## config.mk

```make
export PLATFORM = sky130hd
export DESIGN_NAME = cbd_decode
export DESIGN_NICKNAME = d
export VERILOG_FILES = /design/src/design/cbd_pkg.sv /design/src/design/cbd_decode.sv
export SDC_FILE = /design/constraint.sdc
export NUM_CORES = 1
export LEC_CHECK = 0
export BUFFER_PORTS_ARGS = -buffer_cell sky130_fd_sc_hd__buf_2
export CORE_AREA = 2 2 39 41
export DETAILED_ROUTE_END_ITERATION = 16
export DIE_AREA = 0 0 41 43
export PLACE_DENSITY = 0.51
export SLEW_MARGIN = 20
export SYNTH_ARGS = -nofsm -noshare
export SYNTH_HDL_FRONTEND = slang
export SYNTH_SLANG_ARGS = --single-unit
export TNS_END_PERCENT = 5
```

## constraint.sdc

```tcl
create_clock -name vclk -period 2.9
set_input_delay 0.435 -clock vclk [all_inputs]
set_output_delay 0.435 -clock vclk [all_outputs]
set_load 0.005 [all_outputs]
```

## src/design/cbd_pkg.sv

```systemverilog
// Shared types and constants for the CPU bus decoder with sprite DMA.
// Used by cbd_decode and cpu_bus_decode_with_sprite_dma. No dependencies.
`default_nettype none

package cbd_pkg;

  typedef enum logic [1:0] {
    OP_READ    = 2'd0,
    OP_WRITE   = 2'd1,
    OP_TICK    = 2'd2,
    OP_BUTTONS = 2'd3
  } op_e;

  typedef enum logic [1:0] {
    TGT_NONE = 2'd0,
    TGT_PPU  = 2'd1,
    TGT_APU  = 2'd2,
    TGT_CART = 2'd3
  } target_e;

  typedef enum logic [2:0] {
    RGN_RAM,
    RGN_PPU,
    RGN_APU,
    RGN_DMA,
    RGN_PAD1,
    RGN_PAD2,
    RGN_CART,
    RGN_NONE
  } region_e;

  localparam logic [15:0] PPU_BASE    = 16'h2000;
  localparam logic [15:0] APU_BASE    = 16'h4000;
  localparam logic [15:0] APU_LAST    = 16'h4013;
  localparam logic [15:0] DMA_REG     = 16'h4014;
  localparam logic [15:0] APU_STATUS  = 16'h4015;
  localparam logic [15:0] PAD1_REG    = 16'h4016;
  localparam logic [15:0] PAD2_REG    = 16'h4017;
  localparam logic [15:0] CART_BASE   = 16'h4020;

  localparam logic [2:0]  PHASE_CPU_A = 3'd0;
  localparam logic [2:0]  PHASE_CPU_B = 3'd3;
  localparam logic [2:0]  PHASE_LAST  = 3'd5;

  localparam logic [7:0]  DMA_LAST_IDX = 8'hFF;

endpackage

`default_nettype wire

```

## src/design/cbd_decode.sv

```systemverilog
// Address decoder: maps a CPU bus address to a region and a work RAM index.
// Depends on cbd_pkg.
`default_nettype none

module cbd_decode #(
  parameter int RAM_BYTES = 2048
) (
  input  wire logic [15:0]                  addr_i,
  output cbd_pkg::region_e                  region_o,
  output logic [$clog2(RAM_BYTES)-1:0]      ram_idx_o
);

  localparam int IDX_W = $clog2(RAM_BYTES);

  // Mirror reduction: address below 0x2000, quotient below 32, so five
  // conditional subtracts of the scaled size give the remainder.
  function automatic logic [IDX_W-1:0] ram_mirror(input logic [12:0] a);
    logic [17:0] rem;
    rem = {5'd0, a};
    for (int k = 4; k >= 0; k--) begin
      if (rem >= (18'(RAM_BYTES) << k)) begin
        rem = rem - (18'(RAM_BYTES) << k);
      end
    end
    return rem[IDX_W-1:0];
  endfunction

  always_comb begin
    priority if (addr_i < cbd_pkg::PPU_BASE) begin
      region_o = cbd_pkg::RGN_RAM;
    end else if (addr_i < cbd_pkg::APU_BASE) begin
      region_o = cbd_pkg::RGN_PPU;
    end else if (addr_i <= cbd_pkg::APU_LAST || addr_i == cbd_pkg::APU_STATUS) begin
      region_o = cbd_pkg::RGN_APU;
    end else if (addr_i == cbd_pkg::DMA_REG) begin
      region_o = cbd_pkg::RGN_DMA;
    end else if (addr_i == cbd_pkg::PAD1_REG) begin
      region_o = cbd_pkg::RGN_PAD1;
    end else if (addr_i == cbd_pkg::PAD2_REG) begin
      region_o = cbd_pkg::RGN_PAD2;
    end else if (addr_i >= cbd_pkg::CART_BASE) begin
      region_o = cbd_pkg::RGN_CART;
    end else begin
      region_o = cbd_pkg::RGN_NONE;
    end
  end

  assign ram_idx_o = ram_mirror(addr_i[12:0]);

endmodule

`default_nettype wire

```

==> metrics.txt, run 1 <==
outcome=complete, no violations; final cell count without fillers=64; Worst EP required=roughly 2500 ps; Wirelength per Cell=8.422 µm; GRT overflow=0; Rel. slew slack=0.8332; max cap viols=0; worst endpoint data arrival time=between 1500 and 2000 ps; Total Power=between 30 and 40 µW; placed cell count=64; CP Launch Type=input port; Seq pwr share=0; CP max FO=3; most numerous cell in the Yosys netlist=buf_4; DRT iter0 DRCs=1; clock buffers=0; Gate power share=1.000; Hold EP=ram_idx_o[8]; final worst slack=801.6 ps; PortBufs=30; Synth Cell Area=approximately 220 µm²; sw power=around 16 µW; setup bufs post-CTS=0; DRC=0; internal power=about 19 µW; die area=~1800 µm²; Storage cell area=0 µm²; Final setup viols=0; largest net degree at the start of global routing=7; top post-synthesis cells by area=buf_4 38%, nor4_4 9.7%, or4_4 5.1%, and4b_1 4.6%, nor4bb_1 4.6%; Critical Path End Type=output port; HP Start=addr_i[8]; GPL Wtd Cong=0.6749; setup TNS=0 ps; Hold Crit Class=input port to output port; Seq cells=0; Die Ht=between 40 and 50 µm; share of layout cells above drive strength 1=0.6667; Static Leakage=about 0.00016 µW; Post-synth top cells=11 x buf_4, 2 x nand2_1, 2 x nor2_1; fmax=between 400 and 500 MHz; Post-DRT Antenna Nets=0; dominant cell type by area after synthesis=buf_4; Switching Share=0.4617; PD cells=~120 nW/µm²; hold path depth=2; Final Util=0.2215; Initial Util=0.1582; Worst-Margin Slew=between 200 and 250 ps; register area share after synthesis=0; # rows=14; Tot GR Track Use=0.05095; Final #Nets=66; syn avg cell area=roughly 7.6 µm²; multi-input gate area in the final layout=between 100 and 150 µm²; Fin. Hold Viols=0; IO Pins=30; DR vias/cell=4.203; DP Worst Slack=between 700 and 800 ps; fin. max-slew vios=0; synth unique cells=17; crit share post-route=0.7236; # diodes=0; DRT Pass-1 Iters=2; initial antenna violation count=0; first-pass GRT wire length=a little under 700 µm; via count=between 200 and 300; RSZ-0062 raised after global routing=no; number of synthesis warnings=0; post-cts resize count=0; worst vdd ir=38.73 µV; Tmin final=between 2000 and 2500 ps; WS Path Type=input port to output port; Clock Power Share=0; Yosys top cell area share=0.3771; Core Footprint=around 1400 µm²; Post-Route WL=between 500 and 600 µm; Post-Syn Nets=45; Area Growth Syn to Fin=40.00%; vias in the first global route=176; Chip Width=just over 40 µm; post-cts hold buffer count=0; Mapped Cells=29; filler cell count=163
==> cells in the final DEF, fill, tap and decap left out, drive strengths merged, types with 2 or more instances in the layout <==
| cell type | count |
|---|---|
| buf | 30 |
| nor2 | 2 |
| nand2 | 2 |
| or4 | 2 |
==> how the worst max path moves through the flow <==
stage / startpoint / endpoint / depth (start not counted)
after floorplan: addr_i[15] / region_o[0] / 4
after CTS: addr_i[15] / region_o[0] / 6
after global routing: addr_i[15] / region_o[0] / 6
after global placement: addr_i[15] / region_o[0] / 6
final: addr_i[15] / region_o[0] / 6
after detailed placement: addr_i[15] / region_o[0] / 6
==> through the flow <==
step	cell area, µm²	hold WS (ps)
after detailed placement	306.5	1047
final	306.5	1046
after global placement	306.5	1047
after floorplan	219.0	937.8
after global routing	306.5	1069
after CTS	306.5	1048
==> critical path, cell delays in order <==
cell	delay (ps)
buf_2	110
or4_4	540
nor4_4	260
o211ai_1	120
nand2_1	80
buf_2	110
==> layer usage <==
| metal | track usage | vias to the layer above | wire length, µm |
|---|---|---|---|
| li1 | - | 135 | - |
| met1 | 0.07278 | 110 | 205 |
| met2 | 0.08750 | 24 | 229 |
| met3 | 0 | 0 | 104 |
| met4 | 0 | 0 | 0 |
| met5 | 0 | - | 0 |
==> cell type report <==
| class | instances | area share |
|---|---|---|
| Multi-Input combinational cell | 17 | 0.4327 |
| Inverter | 1 | 0.01224 |
| Timing Repair Buffer | 30 | 0.4898 |
| Tap cell | 16 | 0.06531 |
==> cell families (layout without fill, tap and decap cells) <==
| logic type | Yosys count | count (layout) | share of synthesized area |
|---|---|---|---|
| xor gates and xnor gates | 1 | 1 | 0.04001 |
| buffers and inverters | 12 | 31 | 0.3943 |
| AOI/OAI and AO/OA | 6 | 6 | 0.1829 |
| and+or+nand+nor | 10 | 10 | 0.3829 |
==> power groups by stage <==
stage                     clock network, µW  logic [µW]  registers (µW)
after floorplan                           0        20.8               0
after global placement                    0        36.1               0
after detailed placement                  0        36.0               0
after CTS                                 0        36.2               0
after global routing                      0        40.6               0
final                                     0        35.6               0
No activity file was read; power rests on OpenSTA's default activity.
==> run 2, diff against run 1 <==
==> constraint.sdc (replaced) <==
create_clock -name vclk -period 2.05
set_input_delay 0.3075 -clock vclk [all_inputs]
set_output_delay 0.3075 -clock vclk [all_outputs]
set_load 0.005 [all_outputs]
==> run 2 against run 1 <==
  * Final cell count unchanged
  * Global-route usage up 0.80 points
  * Largest cell class unchanged
  * First-iteration DRC count rose to 3.0 times the previous value
  * Final area unchanged
  * Die area unchanged
  * Worst setup slack worse by 600 ps
==> metrics.txt, run 2 (synthesized netlist as in run 1, its figures left out) <==
outcome=complete, no violations; Final Util=0.2215 (unchanged); Fin. Hold Viols=0 (unchanged); IO Pins=30 (unchanged); Chip Width=41 µm (unchanged); Hold Crit Class=input port to output port; fmax=540.9 MHz; Worst EP required=1740 ps (-730 ps); # diodes=0 (unchanged); most frequent cells in the layout=30 x buf_2, 2 x nor2_1, 2 x nand2_1; Total Power=50.76 µW (+43%); first-pass GRT wire length=772 µm (+14%); Area Growth Syn to Fin=40.00% (unchanged); HP Start=addr_i[8]; setup bufs post-CTS=0 (unchanged); Gate power share=1.000 (about the same); GPL Wtd Cong=0.6574 (-2.6%); worst vdd ir=63.83 µV (+65%); initial antenna violation count=0 (unchanged); Clock Power Share=0 (unchanged); Final setup viols=0 (unchanged); DR vias/cell=4.313 (+2.6%); Die Ht=43 µm (unchanged); max cap viols=0 (unchanged); die area=1763 µm² (unchanged); Tmin final=~1800 ps; worst endpoint data arrival time=1540 ps (-120 ps); Rel. slew slack=0.8356 (+0.002402); Tot GR Track Use=0.05894 (+0.007992); WS Path Type=input port to output port; Static Leakage=0.0001620 µW (unchanged); fin. max-slew vios=0 (unchanged); largest net degree at the start of global routing=7 (unchanged); cell family with most CP delay=simple AND/OR/NAND/NOR gates; DRT Pass-1 Iters=2 (unchanged); Post-DRT Antenna Nets=0 (unchanged); Initial Util=0.1582 (unchanged); Setup crit start=addr_i[15]; CP Launch Type=input port; internal power=27.09 µW (+41%); RSZ-0062 raised after global routing=no; PortBufs=30 (unchanged); DRT iter0 DRCs=3 (+2); Storage cell area=0 µm² (unchanged); Switching Share=0.4662 (+0.004521); via count=276 (+2.6%); post-cts resize count=0 (unchanged); commonest non-fill, non-tap cell in the layout=buf_2; crit share post-route=0.9018; Post-Route WL=559 µm (+3.7%); Final #Nets=66 (unchanged); post-cts hold buffer count=0 (unchanged); Worst-Margin Slew=244.8 ps (-3.576 ps); setup TNS=0 ps (unchanged); Wirelength per Cell=8.734 µm (+3.7%); sw power=23.67 µW (+44%); Seq pwr share=0 (unchanged); Core Footprint=1384 µm² (unchanged); # rows=14 (unchanged); Slowest-stage cell, CP=or4_4; Worst Path Buf+Inv=2 (unchanged); vias in the first global route=199 (+13%); Worst path max stage delay=540 ps (about the same); share of layout cells above drive strength 1=0.6667 (unchanged); PD cells=165.6 nW/µm² (+43%); hold_ws=790.4 ps (-255.1 ps); final cell count without fillers=64 (unchanged); filler cell count=170 (+4.3%); DRC=0 (unchanged); placed cell count=64 (unchanged); Seq cells=0 (unchanged); GRT overflow=0 (unchanged); clock buffers=0 (unchanged); CP max FO=3 (unchanged); worst-path cell chain=buf_2 -> or4_4 -> nor4_4 -> o211ai_1 -> nand2_1 -> buf_2; Critical Path End Type=output port; most used cell, CP=buf_2
==> run 2: cell type report <==
| class | count | area, µm² | area share |
|---|---|---|---|
| well taps | 16 | 20.02 | 0.06531 |
| repair buffers | 30 | 150.1 | 0.4898 |
| inverters | 1 | 3.754 | 0.01224 |
| multi-input cells | 17 | 132.6 | 0.4327 |
==> run 2: per-layer routing <==
| metal | GRT usage | part of all wire | vias up |
|---|---|---|---|
| met1 | 0.09177 | 0.42 | 116 |
| met3 | 0 | 0.17 | 0 |
| met5 | 0 | 0 | - |
| li1 | - | - | 136 |
| met4 | 0 | 0 | 0 |
| met2 | 0.09375 | 0.41 | 24 |
==> run 2: path summary, 6_finish.rpt <==
path                       end  slack (ps)  depth (start not counted)
setup / recovery   region_o[0]         200                          6
hold / removal    ram_idx_o[8]         790                          2
==> run 2: through the flow <==
stage          setup slack (ps)  cell area (µm²)
2_1_floorplan             457.8            219.0
3_3_place_gp              188.9            306.5
3_5_place_dp              179.9            306.5
4_1_cts                   178.3            306.5
5_1_grt                   118.6            306.5
6_report                  201.4            306.5
==> run 2: power by group through the flow <==
stage | Clock (µW) | Combinational (µW) | Sequential [µW]
after floorplan | 0 | 29.4 | 0
after global placement | 0 | 51.3 | 0
after detailed placement | 0 | 51.3 | 0
after CTS | 0 | 51.6 | 0
after global routing | 0 | 58.2 | 0
final | 0 | 50.8 | 0
